--- src/rtl/clpr_pkg.sv ---
// ============================================================================
// clpr_pkg
// Shared widths, register indexes and controller/datapath interface types
// for the contour line pixel renderer.
// ============================================================================
package clpr_pkg;

    // grid geometry
    localparam int MAX_ROWS    = 1024;
    localparam int MAX_COLUMNS = 1024;
    localparam int MAX_LEVELS  = 16;
    localparam int MIN_SIZE    = 3;
    localparam int ROW_W       = $clog2(MAX_ROWS);
    localparam int COL_W       = $clog2(MAX_COLUMNS);
    localparam int LVL_IDX_W   = $clog2(MAX_LEVELS);

    // register field widths
    localparam int SIZE_W     = 11;
    localparam int Z_W        = 24;
    localparam int STEP_W     = 23;
    localparam int CNT_W      = 5;
    localparam int LW_W       = 4;
    localparam int COLOR_W    = 32;
    localparam int CFG_IDX_W  = 3;
    localparam int CFG_DATA_W = 32;

    // datapath widths
    localparam int G2_W    = 2 * Z_W + 2;
    localparam int G2_LO_W = G2_W / 2;
    localparam int G2_HI_W = G2_W - G2_LO_W;
    localparam int LEVEL_W = 29;
    localparam int DZ_W    = 29;
    localparam int DZ2_W   = 2 * DZ_W;
    localparam int LHS_W   = DZ2_W + 4;
    localparam int H_W     = LW_W + 1;
    localparam int HSQ_W   = 9;
    localparam int RHS_W   = HSQ_W + G2_W;
    localparam int THR_W   = DZ2_W + 20;
    localparam int L_W     = 14;
    localparam int LM_W    = 12;
    localparam int L2_W    = 2 * LM_W;
    localparam int PP_W    = L2_W + G2_LO_W;
    localparam int FADE_W  = 8;

    localparam logic [FADE_W-1:0] FADE_MIN = 8'd1;
    localparam logic [FADE_W-1:0] FADE_MAX = 8'd255;

    // register indexes
    localparam logic [CFG_IDX_W-1:0] CFG_GRID_ROWS    = 3'd0;
    localparam logic [CFG_IDX_W-1:0] CFG_GRID_COLUMNS = 3'd1;
    localparam logic [CFG_IDX_W-1:0] CFG_LEVEL_BASE   = 3'd2;
    localparam logic [CFG_IDX_W-1:0] CFG_LEVEL_STEP   = 3'd3;
    localparam logic [CFG_IDX_W-1:0] CFG_LEVEL_COUNT  = 3'd4;
    localparam logic [CFG_IDX_W-1:0] CFG_LINE_WIDTH   = 3'd5;
    localparam logic [CFG_IDX_W-1:0] CFG_LINE_COLOR   = 3'd6;

    // commands from controller to datapath
    typedef struct packed {
        logic accept;
        logic rd_a;
        logic rd_b;
        logic wr;
        logic grad;
        logic g2;
        logic scale;
        logic lvl;
        logic sq;
        logic step_next;
        logic set_full;
        logic set_none;
        logic fade_init;
        logic f_mid;
        logic f_lo;
        logic f_hi;
        logic f_cmp;
        logic set_fade;
        logic out_load;
    } t_dp_cmd;

    // status from datapath to controller
    typedef struct packed {
        logic interior;
        logic g2_zero;
        logic cnt_zero;
        logic full_hit;
        logic part_hit;
        logic last_level;
        logic fade_done;
        logic out_free;
    } t_dp_sts;

endpackage

--- src/rtl/clpr_ctrl.sv ---
// ============================================================================
// clpr_ctrl
// Sequencer of the contour line pixel renderer: memory access, gradient,
// level scan, fade search and result handoff.
// ============================================================================
module clpr_ctrl import clpr_pkg::*; (
    input  logic    i_clk,
    input  logic    i_rst_n,
    input  logic    i_in_valid,
    output logic    o_in_stall,
    input  t_dp_sts i_sts,
    output t_dp_cmd o_cmd
);

    localparam logic [3:0] S_IDLE  = 4'd0;
    localparam logic [3:0] S_RD0   = 4'd1;
    localparam logic [3:0] S_RD1   = 4'd2;
    localparam logic [3:0] S_RD2   = 4'd3;
    localparam logic [3:0] S_GRAD  = 4'd4;
    localparam logic [3:0] S_SUM   = 4'd5;
    localparam logic [3:0] S_SCALE = 4'd6;
    localparam logic [3:0] S_LVL   = 4'd7;
    localparam logic [3:0] S_SQ    = 4'd8;
    localparam logic [3:0] S_TST   = 4'd9;
    localparam logic [3:0] S_FMID  = 4'd10;
    localparam logic [3:0] S_FLO   = 4'd11;
    localparam logic [3:0] S_FHI   = 4'd12;
    localparam logic [3:0] S_FCMP  = 4'd13;
    localparam logic [3:0] S_OUT   = 4'd14;

    logic [3:0] r_state;
    logic [3:0] n_state;

    // state register
    always_ff @(posedge i_clk) begin
        if (!i_rst_n) begin
            r_state <= S_IDLE;
        end else begin
            r_state <= n_state;
        end
    end

    // next state and commands
    always_comb begin
        n_state = r_state;
        o_cmd   = '0;
        unique case (r_state)
            S_IDLE: begin
                if (i_in_valid) begin
                    o_cmd.accept = 1'b1;
                    n_state      = S_RD0;
                end
            end
            S_RD0: begin
                o_cmd.rd_a = 1'b1;
                n_state    = S_RD1;
            end
            S_RD1: begin
                o_cmd.rd_b = 1'b1;
                n_state    = S_RD2;
            end
            S_RD2: begin
                o_cmd.wr = 1'b1;
                n_state  = i_sts.interior ? S_GRAD : S_IDLE;
            end
            S_GRAD: begin
                o_cmd.grad = 1'b1;
                n_state    = S_SUM;
            end
            S_SUM: begin
                o_cmd.g2 = 1'b1;
                n_state  = S_SCALE;
            end
            S_SCALE: begin
                o_cmd.scale = 1'b1;
                if (i_sts.g2_zero || i_sts.cnt_zero) begin
                    o_cmd.set_none = 1'b1;
                    n_state        = S_OUT;
                end else begin
                    n_state = S_LVL;
                end
            end
            S_LVL: begin
                o_cmd.lvl = 1'b1;
                n_state   = S_SQ;
            end
            S_SQ: begin
                o_cmd.sq = 1'b1;
                n_state  = S_TST;
            end
            // levels scanned from the top: the first hit decides
            S_TST: begin
                if (i_sts.full_hit) begin
                    o_cmd.set_full = 1'b1;
                    n_state        = S_OUT;
                end else if (i_sts.part_hit) begin
                    o_cmd.fade_init = 1'b1;
                    n_state         = S_FMID;
                end else if (i_sts.last_level) begin
                    o_cmd.set_none = 1'b1;
                    n_state        = S_OUT;
                end else begin
                    o_cmd.step_next = 1'b1;
                    n_state         = S_LVL;
                end
            end
            S_FMID: begin
                if (i_sts.fade_done) begin
                    o_cmd.set_fade = 1'b1;
                    n_state        = S_OUT;
                end else begin
                    o_cmd.f_mid = 1'b1;
                    n_state     = S_FLO;
                end
            end
            S_FLO: begin
                o_cmd.f_lo = 1'b1;
                n_state    = S_FHI;
            end
            S_FHI: begin
                o_cmd.f_hi = 1'b1;
                n_state    = S_FCMP;
            end
            S_FCMP: begin
                o_cmd.f_cmp = 1'b1;
                n_state     = S_FMID;
            end
            S_OUT: begin
                if (i_sts.out_free) begin
                    o_cmd.out_load = 1'b1;
                    n_state        = S_IDLE;
                end
            end
            default: begin
                n_state = S_IDLE;
            end
        endcase
    end

    assign o_in_stall = (r_state != S_IDLE);

    // a transfer always starts the memory read sequence
    a_accept_read: assert property (@(posedge i_clk) disable iff (!i_rst_n)
        (i_in_valid && !o_in_stall) |=> (r_state == S_RD0))
        else $error("accepted sample did not start memory read");

endmodule

--- config.mk ---
export PLATFORM = sky130hd
export DESIGN_NAME = clpr_ctrl
export DESIGN_NICKNAME = d
export VERILOG_FILES = /design/src/rtl/clpr_pkg.sv /design/src/rtl/clpr_ctrl.sv
export SDC_FILE = /design/constraint.sdc
export NUM_CORES = 1
export LEC_CHECK = 0
export BUFFER_PORTS_ARGS = -buffer_cell sky130_fd_sc_hd__buf_2
export CAP_MARGIN = 40
export CORE_AREA = 4 4 41 43
export DETAILED_ROUTE_END_ITERATION = 8
export DIE_AREA = 0 0 45 47
export GPL_TIMING_DRIVEN = 1
export PLACE_DENSITY = 0.8
export SKIP_CTS_REPAIR_TIMING = 1
export SYNTH_ARGS = -nofsm -noshare
export SYNTH_HDL_FRONTEND = slang
export SYNTH_SLANG_ARGS = --single-unit
--- constraint.sdc ---
create_clock -name i_clk -period 2.8 [get_ports i_clk]
set_input_delay 0.56 -clock i_clk [delete_from_list [all_inputs] [get_ports i_clk]]
set_output_delay 0.56 -clock i_clk [all_outputs]
set_load 0.01 [all_outputs]
==> results of run 1 <==
-- Yosys cell counts, drive strengths merged --
cell    number  area share
nand3        1       0.011
a21o         2       0.032
o21ai        1       0.011
o21a         1       0.016
dfxtp        4        0.17
or2          2       0.027
and2         3       0.040
a32o         1       0.021
inv          2       0.016
nor2b        1       0.013
o211ai       1       0.016
or3          1       0.013
o31a         1       0.019
nand2b       5       0.082
o32ai        3       0.056
nor2        13        0.10
and3         1       0.013
buf          6        0.10
nand4b       1       0.019
a21oi        4       0.050
o311a        1       0.021
nor3        10        0.12
nand2        4       0.032
-- metal layers --
layer | part of all wire | wire (um)
met5 | 0 | 0
met4 | 0.0098 | 14
met2 | 0.43 | 611
met1 | 0.47 | 667
met3 | 0.093 | 132
-- through the flow --
| step | power, uW | hold slack (ps) |
|---|---|---|
| after floorplan | 127.1 | 584.8 |
| after global placement | 140.0 | 684.4 |
| after detailed placement | 141.9 | 701.8 |
| after CTS | 214.0 | 591.3 |
| after global routing | 231.8 | 590.1 |
| final | 211.4 | 595.8 |
-- area by class of cell --
| cell class | instances | area share |
|---|---|---|
| Clock buffer | 3 | 0.03666 |
| Inverter | 2 | 0.01222 |
| Multi-Input combinational cell | 57 | 0.5458 |
| Sequential cell | 4 | 0.1303 |
| Tap cell | 15 | 0.03055 |
| Timing Repair Buffer | 30 | 0.2444 |
-- worst paths after layout --
path,from,end,slack [ps],depth (start not counted)
max,r_state[1]$_SDFFE_PN0P_,o_cmd[7],550,4
min,i_rst_n,r_state[1]$_SDFFE_PN0P_,600,2
max reg2reg,r_state[1]$_SDFFE_PN0P_,r_state[2]$_SDFFE_PN0P_,1200,4
min reg2reg,r_state[0]$_SDFFE_PN0P_,r_state[2]$_SDFFE_PN0P_,720,2
-- report_power, final --
part           switching, uW  internal (uW)  total [uW]  leakage (uW)
combinational           36.1           29.8        65.9      0.000270
sequential              14.0           61.7        75.7     0.0000327
clock                   22.0           47.8        69.8     0.0000138
total                   72.1            139         211      0.000316
-- logic make-up (layout without fill, tap and decap cells) --
| logic type | count (synthesis) | in the layout |
|---|---|---|
| AOI/OAI and AO/OA | 15 | 15 |
| buffers and inverters | 8 | 35 |
| DFF | 4 | 4 |
| and+or+nand+nor | 42 | 42 |
-- critical path, stage by stage, from the launching register on --
cell and delay (ps):
sky130_fd_sc_hd__dfxtp_1 570, sky130_fd_sc_hd__nand2b_1 360, sky130_fd_sc_hd__nor2_1 140, sky130_fd_sc_hd__a32o_1 260, sky130_fd_sc_hd__buf_2 130
==> results.txt, run 1 <==
----------------------------------------------------
[Run status]
  Outcome ... finished clean

[Floorplanning]
  Top-level port count ... 31
  Die Outline Area ... 2115 um2
  Placeable core area ... 1301 um2
  Starting density of the core ... 0.3625
  Horizontal die dimension ... 45 um
  Y dimension of the die ... 47 um
  Site row count ... 13

[Clock tree]
  Clock transition at the register clock pins on the worst setup and hold paths after CTS ... 40 ps
  Later-pin clock latency in the skew report ... 230 ps
  Number of sinks driven by the clock tree ... 4
  Total CTS buffers ... 3
  Maximum buffer depth of the clock tree ... 2
  Buffer cell driving the clock tree root ... sky130_fd_sc_hd__clkbuf_4
  Clock tree from TritonCTS ... done
  Count of H-tree levels built during CTS ... 1

[STA]
  Final critical-path setup slack ... 551.0 ps
  Clock Skews ... 0.7419 ps
  Hold Fails Final Rpt ... 0
  Slew of the pin with the lowest slew margin ... 469.0 ps
  Fin Setup TNS ... 0 ps
  RSZ-0062 raised after global routing ... false
  Pins Over Slew Limit ... 0
  Period utilisation layout ... 0.8032
  Max Clock Freq ... 444.6 MHz
  Max-Slew Margin vs Limit ... 0.6869
  Total of endpoints with negative setup slack in the final report ... 0
  Post-layout minimum cycle time ... 2249 ps

[Worst hold path]
  Hold/Removal Path Class ... input pin to flop

[Route]
  Antenna Violating Nets Remaining ... 0
  Post-detailed-route wirelength per cell ... 12.85 um
  Number of vias per cell ... 5.423
  Via Count ... 602
  Count of TritonRoute iterations in the first routing pass ... 4
  Total wire length ... 1426 um
  DRC violation count after routing ... 0
  Initial DRC Count ... 16

[Worst setup path]
  Critical path peak fanout ... 12
  Critical path startpoint category ... flop
  Data required, critical path ... 2240 ps
  Critical path type ... flop to primary output
  Critical path capture point type ... primary output
  Data arrival at the endpoint of the critical path ... 1690 ps

[Yosys]
  Yosys warning total ... 0
  Complex-gate fraction of the synthesized area ... 0.2414
  Largest family of logic cells by synthesized area ... simple AND/OR/NAND/NOR gates
  Portion of netlist area occupied by mux cells ... 0
  Register bit total from synthesis ... 4
  Gate count of the mapped netlist ... 69
  Synth Net Count ... 80
  Post-synthesis share of cell area spent on xor and xnor gates ... 0
  Average instance area after synthesis ... 6.836 um2
  Post-Synth Simple-Gate Area ... 0.4695
  Portion of the post-synthesis area used by sequential elements ... 0.1698
  Post-Synthesis Cell Area ... 471.7 um2
  Adder-Cell Fraction of Synth Area ... 0
  Post-synth cell types ... 27

[Global routing]
  Overflow after GRT ... 0
  Maximum number of pins on one net before global-route repair ... 16
  Met3 usage in global routing ... 0.05364
  Routing usage on met2 ... 0.2090
  Peak-usage layer in the global routing report ... met2
  Global-route wire length before repair ... 2194 um
  Total routing usage reported by global routing ... 0.1374
  Met1 layer usage reported by global route ... 0.1864
  Vias in the first global route ... 549
  Number of antenna violations at the first check in global routing ... 0

[Layout]
  Number of standard cells in the layout, taps in and fillers out ... 111
  Number of fill cells in the layout ... 146
  Post-layout instance area ... 614.3 um2
  Area taken by multi-input logic gates ... 335.3 um2
  ANT cells ... 0
  Number of nets in the layout ... 109
  Commonest cells after routing, fill and taps aside ... sky130_fd_sc_hd__buf_2, sky130_fd_sc_hd__nor2_1, sky130_fd_sc_hd__nor3_1
  Max FFs per register ... 4
  Top reg by flops ... r_state
  Final core area utilization ... 0.4721
  Largest registers ... r_state: 4 flops
  Area delta synth->final ... 30.24%
  Most common library cell in the layout ignoring fill and taps ... sky130_fd_sc_hd__buf_2
  Layout cells sized above 1 ... 0.3750
  Storage element area ... 80.08 um2

[Place]
  Total of buffers placed on input and output ports ... 30
  Post-Place Setup Slack ... 808.2 ps
  Weighted congestion reported at the end of routability-driven placement ... 0.8387
  HPWL after DPL ... 1098 um
  Post-placement cell count ... 108
  Area after detailed placement ... 591.8 um2

[Flow run]
  Max cap viols ... 0

[Pwr]
  Peak supply drop ... 0.0003378 V
  Leakage ... 0.0003165 uW
  Power Dens Cells ... 344.2 nW/um2

----------------------------------------------------
No activity file was read; power rests on OpenSTA's default activity.
==> run 2, diff against run 1 <==
--- a/config.mk
+++ b/config.mk
@@ -7,11 +7,11 @@
 export LEC_CHECK = 0
 export BUFFER_PORTS_ARGS = -buffer_cell sky130_fd_sc_hd__buf_2
 export CAP_MARGIN = 40
-export CORE_AREA = 4 4 41 43
+export CORE_MARGIN = 4
+export CORE_UTILIZATION = 36
 export DETAILED_ROUTE_END_ITERATION = 8
-export DIE_AREA = 0 0 45 47
 export GPL_TIMING_DRIVEN = 1
-export PLACE_DENSITY = 0.8
+export PLACE_DENSITY = 0.84
 export SKIP_CTS_REPAIR_TIMING = 1
 export SYNTH_ARGS = -nofsm -noshare
 export SYNTH_HDL_FRONTEND = slang
==> constraint.sdc (replaced) <==
create_clock -name i_clk -period 2 [get_ports i_clk]
set_input_delay 0.4 -clock i_clk [delete_from_list [all_inputs] [get_ports i_clk]]
set_output_delay 0.4 -clock i_clk [all_outputs]
set_load 0.01 [all_outputs]
==> results.txt, run 2 (synthesis gave the netlist of run 1 again) <==
----------------------------------------------------
[Global routing]
  Total routing usage reported by global routing ... 0.1494 (was 0.1374)
  Overflow after GRT ... 0 (unchanged)
  Number of antenna violations at the first check in global routing ... 0 (unchanged)
  Maximum number of pins on one net before global-route repair ... 14 (was 16)
  Global-route wire length before repair ... 2270 um (was 2194 um)
  Vias in the first global route ... 545 (was 549)

[STA]
  Clock Skews ... 2.999 ps (was 0.7419 ps)
  Hold Fails Final Rpt ... 0 (unchanged)
  Final critical-path setup slack ... 161.4 ps (was 551.0 ps)
  Fin Setup TNS ... 0 ps (unchanged)
  Max-Slew Margin vs Limit ... 0.8039 (was 0.6869)
  Period utilisation layout ... 0.9193
  Slew of the pin with the lowest slew margin ... 293.3 ps (was 469.0 ps)
  Pins Over Slew Limit ... 0 (unchanged)
  Post-layout minimum cycle time ... 1839 ps
  RSZ-0062 raised after global routing ... false (unchanged)
  Total of endpoints with negative setup slack in the final report ... 0 (unchanged)
  Max Clock Freq ... 543.9 MHz

[Layout]
  Number of standard cells in the layout, taps in and fillers out ... 112 (was 111)
  Area delta synth->final ... 33.69% (was 30.24%)
  Largest registers ... r_state: 4 flops (unchanged)
  ANT cells ... 0 (unchanged)
  Most common library cell in the layout ignoring fill and taps ... sky130_fd_sc_hd__buf_2 (unchanged)
  Top reg by flops ... r_state (unchanged)
  Layout cells sized above 1 ... 0.4082 (was 0.3750)
  Number of fill cells in the layout ... 118 (was 146)
  Max FFs per register ... 4 (unchanged)
  Number of nets in the layout ... 111 (was 109)
  Commonest cells after routing, fill and taps aside ... sky130_fd_sc_hd__buf_2, sky130_fd_sc_hd__nor2_1, sky130_fd_sc_hd__nor3_1 (unchanged)

[Place]
  Post-placement cell count ... 109 (was 108)
  Weighted congestion reported at the end of routability-driven placement ... 0.8880 (was 0.8387)
  HPWL after DPL ... 1092 um (was 1098 um)
  Post-Place Setup Slack ... 258.6 ps (was 808.2 ps)
  Total of buffers placed on input and output ports ... 30 (unchanged)

[Route]
  Antenna Violating Nets Remaining ... 0 (unchanged)
  Total wire length ... 1417 um (was 1426 um)
  Via Count ... 623 (was 602)
  Count of TritonRoute iterations in the first routing pass ... 4 (unchanged)
  DRC violation count after routing ... 0 (unchanged)
  Number of vias per cell ... 5.563 (was 5.423)
  Initial DRC Count ... 18 (was 16)
  Post-detailed-route wirelength per cell ... 12.65 um (was 12.85 um)

[Worst setup path]
  Depth of the worst register-to-register path ... 4 (unchanged)
  Critical path type ... flop to primary output (unchanged)
  Critical path startpoint category ... flop (unchanged)
  Critical path peak fanout ... 13 (was 12)
  Data arrival at the endpoint of the critical path ... 1440 ps (was 1690 ps)
  Source of the worst register-to-register timing path ... r_state[2]$_SDFFE_PN0P_ (was r_state[1]$_SDFFE_PN0P_)
  Setup slack, reg-to-reg ... 650 ps (was 1200 ps)
  Critical path capture point type ... primary output (unchanged)
  Data required, critical path ... 1600 ps (was 2240 ps)
  Reg-to-reg critical path endpoint ... r_state[2]$_SDFFE_PN0P_ (unchanged)

[Floorplanning]
  Starting density of the core ... 0.4028 (was 0.3625)
  Placeable core area ... 1171 um2 (was 1301 um2)
  Site row count ... 12 (was 13)
  Top-level port count ... 31 (unchanged)
  Horizontal die dimension ... 44.20 um (was 45 um)
  Die Outline Area ... 1953 um2 (was 2115 um2)
  Y dimension of the die ... 44.20 um (was 47 um)

[Clock tree]
  Number of sinks driven by the clock tree ... 4 (unchanged)
  Buffer cell driving the clock tree root ... sky130_fd_sc_hd__clkbuf_4 (unchanged)
  Clock tree from TritonCTS ... done (unchanged)
  Maximum buffer depth of the clock tree ... 2 (unchanged)
  Total CTS buffers ... 3 (unchanged)
  Clock transition at the register clock pins on the worst setup and hold paths after CTS ... 40 ps (about the same)
  Count of H-tree levels built during CTS ... 1 (unchanged)
  Later-pin clock latency in the skew report ... 230 ps (about the same)

[Flow run]
  Max cap viols ... 0 (unchanged)

[Worst hold path]
  Hold path cells ... 2 (unchanged)
  Hold path start ... i_rst_n (unchanged)
  Hold/Removal Path Class ... input pin to flop (unchanged)
  WHS Endpoint ... r_state[1]$_SDFFE_PN0P_ (unchanged)

[Pwr]
  Power Dens Cells ... 488.5 nW/um2 (was 344.2 nW/um2)
  Peak supply drop ... 0.0002255 V (was 0.0003378 V)
  Leakage ... 0.0003279 uW (was 0.0003165 uW)

[Run status]
  Outcome ... finished clean (unchanged)

----------------------------------------------------
-- run 2: area by class of cell --
type | count | area (um2) | area share
well taps | 14 | 17.52 | 0.02778
inverters | 2 | 7.507 | 0.01190
repair buffers | 32 | 165.2 | 0.2619
flip-flops and latches | 4 | 82.58 | 0.1310
multi-input cells | 57 | 335.3 | 0.5317
clock buffers | 3 | 22.52 | 0.03571
-- run 2: how the worst max path moves through the flow --
| stage | from | end | slack (ps) | cells past startpoint |
|---|---|---|---|---|
| floorplan | r_state[0]$_SDFFE_PN0P_ | o_cmd[7] | 530 | 5 |
| global placement | r_state[3]$_SDFFE_PN0P_ | o_cmd[7] | 320 | 4 |
| detailed placement | r_state[3]$_SDFFE_PN0P_ | o_cmd[7] | 260 | 4 |
| CTS | r_state[3]$_SDFFE_PN0P_ | o_cmd[7] | 20 | 4 |
| global route | r_state[0]$_SDFFE_PN0P_ | o_cmd[7] | 40 | 4 |
| finish | r_state[3]$_SDFFE_PN0P_ | o_cmd[7] | 160 | 4 |
-- run 2: report_power, final --
group / switching, uW / internal, uW / total [uW]
logic: 61.5 / 45.8 / 107
clock network: 36.0 / 67.4 / 103
registers: 10.4 / 86.9 / 97.3
-- run 2: worst max-delay path, stage by stage, from the launching register on --
cell and delay, ps:
sky130_fd_sc_hd__dfxtp_2 470, sky130_fd_sc_hd__nand2b_1 200, sky130_fd_sc_hd__nor2_1 230, sky130_fd_sc_hd__a32o_1 190, sky130_fd_sc_hd__buf_2 120
-- run 2: per-stage QoR --
stage / util / total power (uW) / cell area (um2) / hold slack (ps)
floorplan: - / 177.9 / 471.7 / 521.7
global placement: 0.5171 / 200.2 / 605.6 / 665.4
detailed placement: 0.5171 / 203.8 / 605.6 / 663.5
CTS: 0.5363 / 307.7 / 628.1 / 427.1
global route: 0.5385 / 329.9 / 630.6 / 436.3
finish: 0.5385 / 308.0 / 630.6 / 428.2
-- run 2: routing by layer --
metal / track usage / wire [um]
met2: 0.2471 / 660
met3: 0.01626 / 147
met1: 0.1981 / 595
met5: 0 / 0
met4: 0.05422 / 13
==> run 3, diff against run 2 <==
--- a/config.mk
+++ b/config.mk
@@ -7,11 +7,13 @@
 export LEC_CHECK = 0
 export BUFFER_PORTS_ARGS = -buffer_cell sky130_fd_sc_hd__buf_2
 export CAP_MARGIN = 40
-export CORE_MARGIN = 4
-export CORE_UTILIZATION = 36
+export CORE_AREA = 4 4 41 43
+export CTS_BUF_LIST = sky130_fd_sc_hd__clkbuf_4
 export DETAILED_ROUTE_END_ITERATION = 8
+export DIE_AREA = 0 0 45 47
 export GPL_TIMING_DRIVEN = 1
-export PLACE_DENSITY = 0.84
+export PLACE_DENSITY = 0.83
+export SETUP_SLACK_MARGIN = 0.4
 export SKIP_CTS_REPAIR_TIMING = 1
 export SYNTH_ARGS = -nofsm -noshare
 export SYNTH_HDL_FRONTEND = slang
==> results.txt, run 3 (synthesis gave the netlist of run 1 again) <==
----------------------------------------------------
[Run status]
  Outcome ... finished clean (unchanged)

[Clock tree]
  Later-pin clock latency in the skew report ... 230 ps (about the same)
  Clock tree from TritonCTS ... done (unchanged)
  Total CTS buffers ... 3 (unchanged)
  Count of H-tree levels built during CTS ... 1 (unchanged)
  Buffer cell driving the clock tree root ... sky130_fd_sc_hd__clkbuf_4 (unchanged)
  Number of sinks driven by the clock tree ... 4 (unchanged)
  Maximum buffer depth of the clock tree ... 2 (unchanged)
  Clock transition at the register clock pins on the worst setup and hold paths after CTS ... 40 ps (about the same)

[Place]
  HPWL after DPL ... 1122 um (was 1092 um)
  Post-Place Setup Slack ... 293.1 ps (was 258.6 ps)
  Post-placement cell count ... 111 (was 109)
  Weighted congestion reported at the end of routability-driven placement ... 0.7795 (was 0.8880)
  Area after detailed placement ... 614.3 um2 (was 605.6 um2)
  Total of buffers placed on input and output ports ... 30 (unchanged)

[Route]
  Initial DRC Count ... 14 (was 18)
  Post-detailed-route wirelength per cell ... 13.79 um (was 12.65 um)
  Number of vias per cell ... 5.438 (was 5.563)
  Via Count ... 658 (was 623)
  Antenna Violating Nets Remaining ... 0 (unchanged)
  DRC violation count after routing ... 0 (unchanged)
  Count of TritonRoute iterations in the first routing pass ... 4 (unchanged)
  Total wire length ... 1668 um (was 1417 um)

[STA]
  Pins Over Slew Limit ... 0 (unchanged)
  Total of endpoints with negative setup slack in the final report ... 0 (unchanged)
  Fin Setup TNS ... 0 ps (unchanged)
  Post-layout minimum cycle time ... 1597 ps (was 1839 ps)
  Period utilisation layout ... 0.7986 (was 0.9193)
  Final critical-path setup slack ... 402.8 ps (was 161.4 ps)
  Max Clock Freq ... 626.1 MHz (was 543.9 MHz)
  Hold Fails Final Rpt ... 0 (unchanged)
  Max-Slew Margin vs Limit ... 0.8387 (was 0.8039)
  RSZ-0062 raised after global routing ... true (was false)
  Slew of the pin with the lowest slew margin ... 241.2 ps (was 293.3 ps)
  Clock Skews ... 1.266 ps (was 2.999 ps)

[Worst setup path]
  Data arrival at the endpoint of the critical path ... 1200 ps (was 1440 ps)
  Critical path startpoint category ... flop (unchanged)
  Data required, critical path ... 1600 ps (about the same)
  Critical path peak fanout ... 8 (was 13)
  Cell type of the slowest stage on the worst timing path ... sky130_fd_sc_hd__dfxtp_2 (unchanged)
  Delay of the slowest critical-path stage ... 320 ps (was 470 ps)
  Setup slack, reg-to-reg ... 670 ps (was 650 ps)
  Critical path type ... flop to primary output (unchanged)
  List of cells traversed by the critical path ... buf_6 > nand2b_4 > nor2_4 > a32o_1 > buf_2 (was nand2b_1 > nor2_1 > a32o_1 > buf_2)
  CP bufs+invs ... 2 (was 1)
  Critical path capture point type ... primary output (unchanged)
  Cell family with the largest share of critical-path delay ... flip-flops (unchanged)

[Layout]
  Number of standard cells in the layout, taps in and fillers out ... 121 (was 112)
  Number of nets in the layout ... 119 (was 111)
  Layout cells sized above 1 ... 0.5566 (was 0.4082)
  Max FFs per register ... 4 (unchanged)
  Post-layout instance area ... 785.8 um2 (was 630.6 um2)
  ANT cells ... 0 (unchanged)
  Commonest cells after routing, fill and taps aside ... sky130_fd_sc_hd__buf_2, sky130_fd_sc_hd__nor2_1, sky130_fd_sc_hd__buf_4 (was sky130_fd_sc_hd__buf_2, sky130_fd_sc_hd__nor2_1, sky130_fd_sc_hd__nor3_1)
  Most common library cell in the layout ignoring fill and taps ... sky130_fd_sc_hd__buf_2 (unchanged)
  Largest registers ... r_state: 4 flops (unchanged)
  Area delta synth->final ... 66.58% (was 33.69%)
  Top reg by flops ... r_state (unchanged)

[Global routing]
  Vias in the first global route ... 548 (was 545)
  Total routing usage reported by global routing ... 0.1414 (was 0.1494)
  Number of antenna violations at the first check in global routing ... 0 (unchanged)
  Maximum number of pins on one net before global-route repair ... 15 (was 14)
  Global-route wire length before repair ... 2277 um (was 2270 um)
  Overflow after GRT ... 0 (unchanged)

[Pwr]
  Leakage ... 0.0004068 uW (was 0.0003279 uW)
  Power Dens Cells ... 433.1 nW/um2 (was 488.5 nW/um2)
  Peak supply drop ... 0.0003205 V (was 0.0002255 V)

[Flow run]
  Max cap viols ... 0 (unchanged)

[Floorplanning]
  Top-level port count ... 31 (unchanged)
  Die Outline Area ... 2115 um2 (was 1953 um2)
  Site row count ... 13 (was 12)
  Y dimension of the die ... 47 um (was 44.20 um)
  Horizontal die dimension ... 45 um (was 44.20 um)
  Starting density of the core ... 0.3625 (was 0.4028)
  Placeable core area ... 1301 um2 (was 1171 um2)

[Worst hold path]
  Hold/Removal Path Class ... input pin to flop (unchanged)

----------------------------------------------------
run 3: changes by cell type in the layout (fill, tap and decap cells not counted), moves of 2 or more:
cell                       previous run  this run
sky130_fd_sc_hd__nor3_1               9         5
sky130_fd_sc_hd__buf_6                0         2
sky130_fd_sc_hd__nand2b_1             4         1
sky130_fd_sc_hd__nor3_2               1         3
sky130_fd_sc_hd__dfxtp_4              0         2
sky130_fd_sc_hd__nor2_1              13        11
sky130_fd_sc_hd__nand2b_4             1         4
sky130_fd_sc_hd__buf_4                2         7
sky130_fd_sc_hd__nor3_4               0         2
run 3: per-stage QoR:
stage | hold slack [ps] | power [uW] | utilization
after floorplan | 521.7 | 177.9 | -
after global placement | 661.6 | 206.0 | 0.4721
after detailed placement | 663.1 | 208.6 | 0.4721
after CTS | 422.6 | 310.3 | 0.4894
after global routing | 438.5 | 365.5 | 0.6038
final | 439.2 | 340.3 | 0.6038
run 3: report_power, final:
| group | leakage (uW) | internal (uW) | switching [uW] |
|---|---|---|---|
| sequential | 0.0000345 | 86.3 | 6.43 |
| clock | 0.0000138 | 67.0 | 30.6 |
| combinational | 0.000359 | 68.4 | 81.5 |
run 3: final timing paths:
kind | startpoint | endpoint | depth (start not counted)
setup / recovery | r_state[1]$_SDFFE_PN0P_ | o_cmd[7] | 5
hold / removal | i_rst_n | r_state[2]$_SDFFE_PN0P_ | 2
setup reg to reg | r_state[1]$_SDFFE_PN0P_ | r_state[2]$_SDFFE_PN0P_ | 6
hold reg to reg | r_state[0]$_SDFFE_PN0P_ | r_state[0]$_SDFFE_PN0P_ | 3
run 3: routing by layer:
layer / part of all wire / routed length (um) / global-route usage
met4: 0 / 0 / 0.02924
met3: 0.061 / 102 / 0.03831
met5: 0 / 0 / 0
met2: 0.57 / 945 / 0.2768
met1: 0.37 / 619 / 0.1500
run 3: worst register-to-register path: stages (launching register included):
cell and delay (ps):
sky130_fd_sc_hd__dfxtp_2 320, sky130_fd_sc_hd__buf_6 130, sky130_fd_sc_hd__nand2b_4 150, sky130_fd_sc_hd__buf_4 150, sky130_fd_sc_hd__nor2_1 30, sky130_fd_sc_hd__o21a_1 170
sky130_fd_sc_hd__o31a_1 260
run 3: layout make-up:
cell class / instances / area, um2
fillers: 129 / 515.5
multi-input cells: 57 / 402.9
repair buffers: 40 / 245.2
flip-flops and latches: 4 / 88.84
clock buffers: 3 / 22.52
well taps: 15 / 18.77
inverters: 2 / 7.507
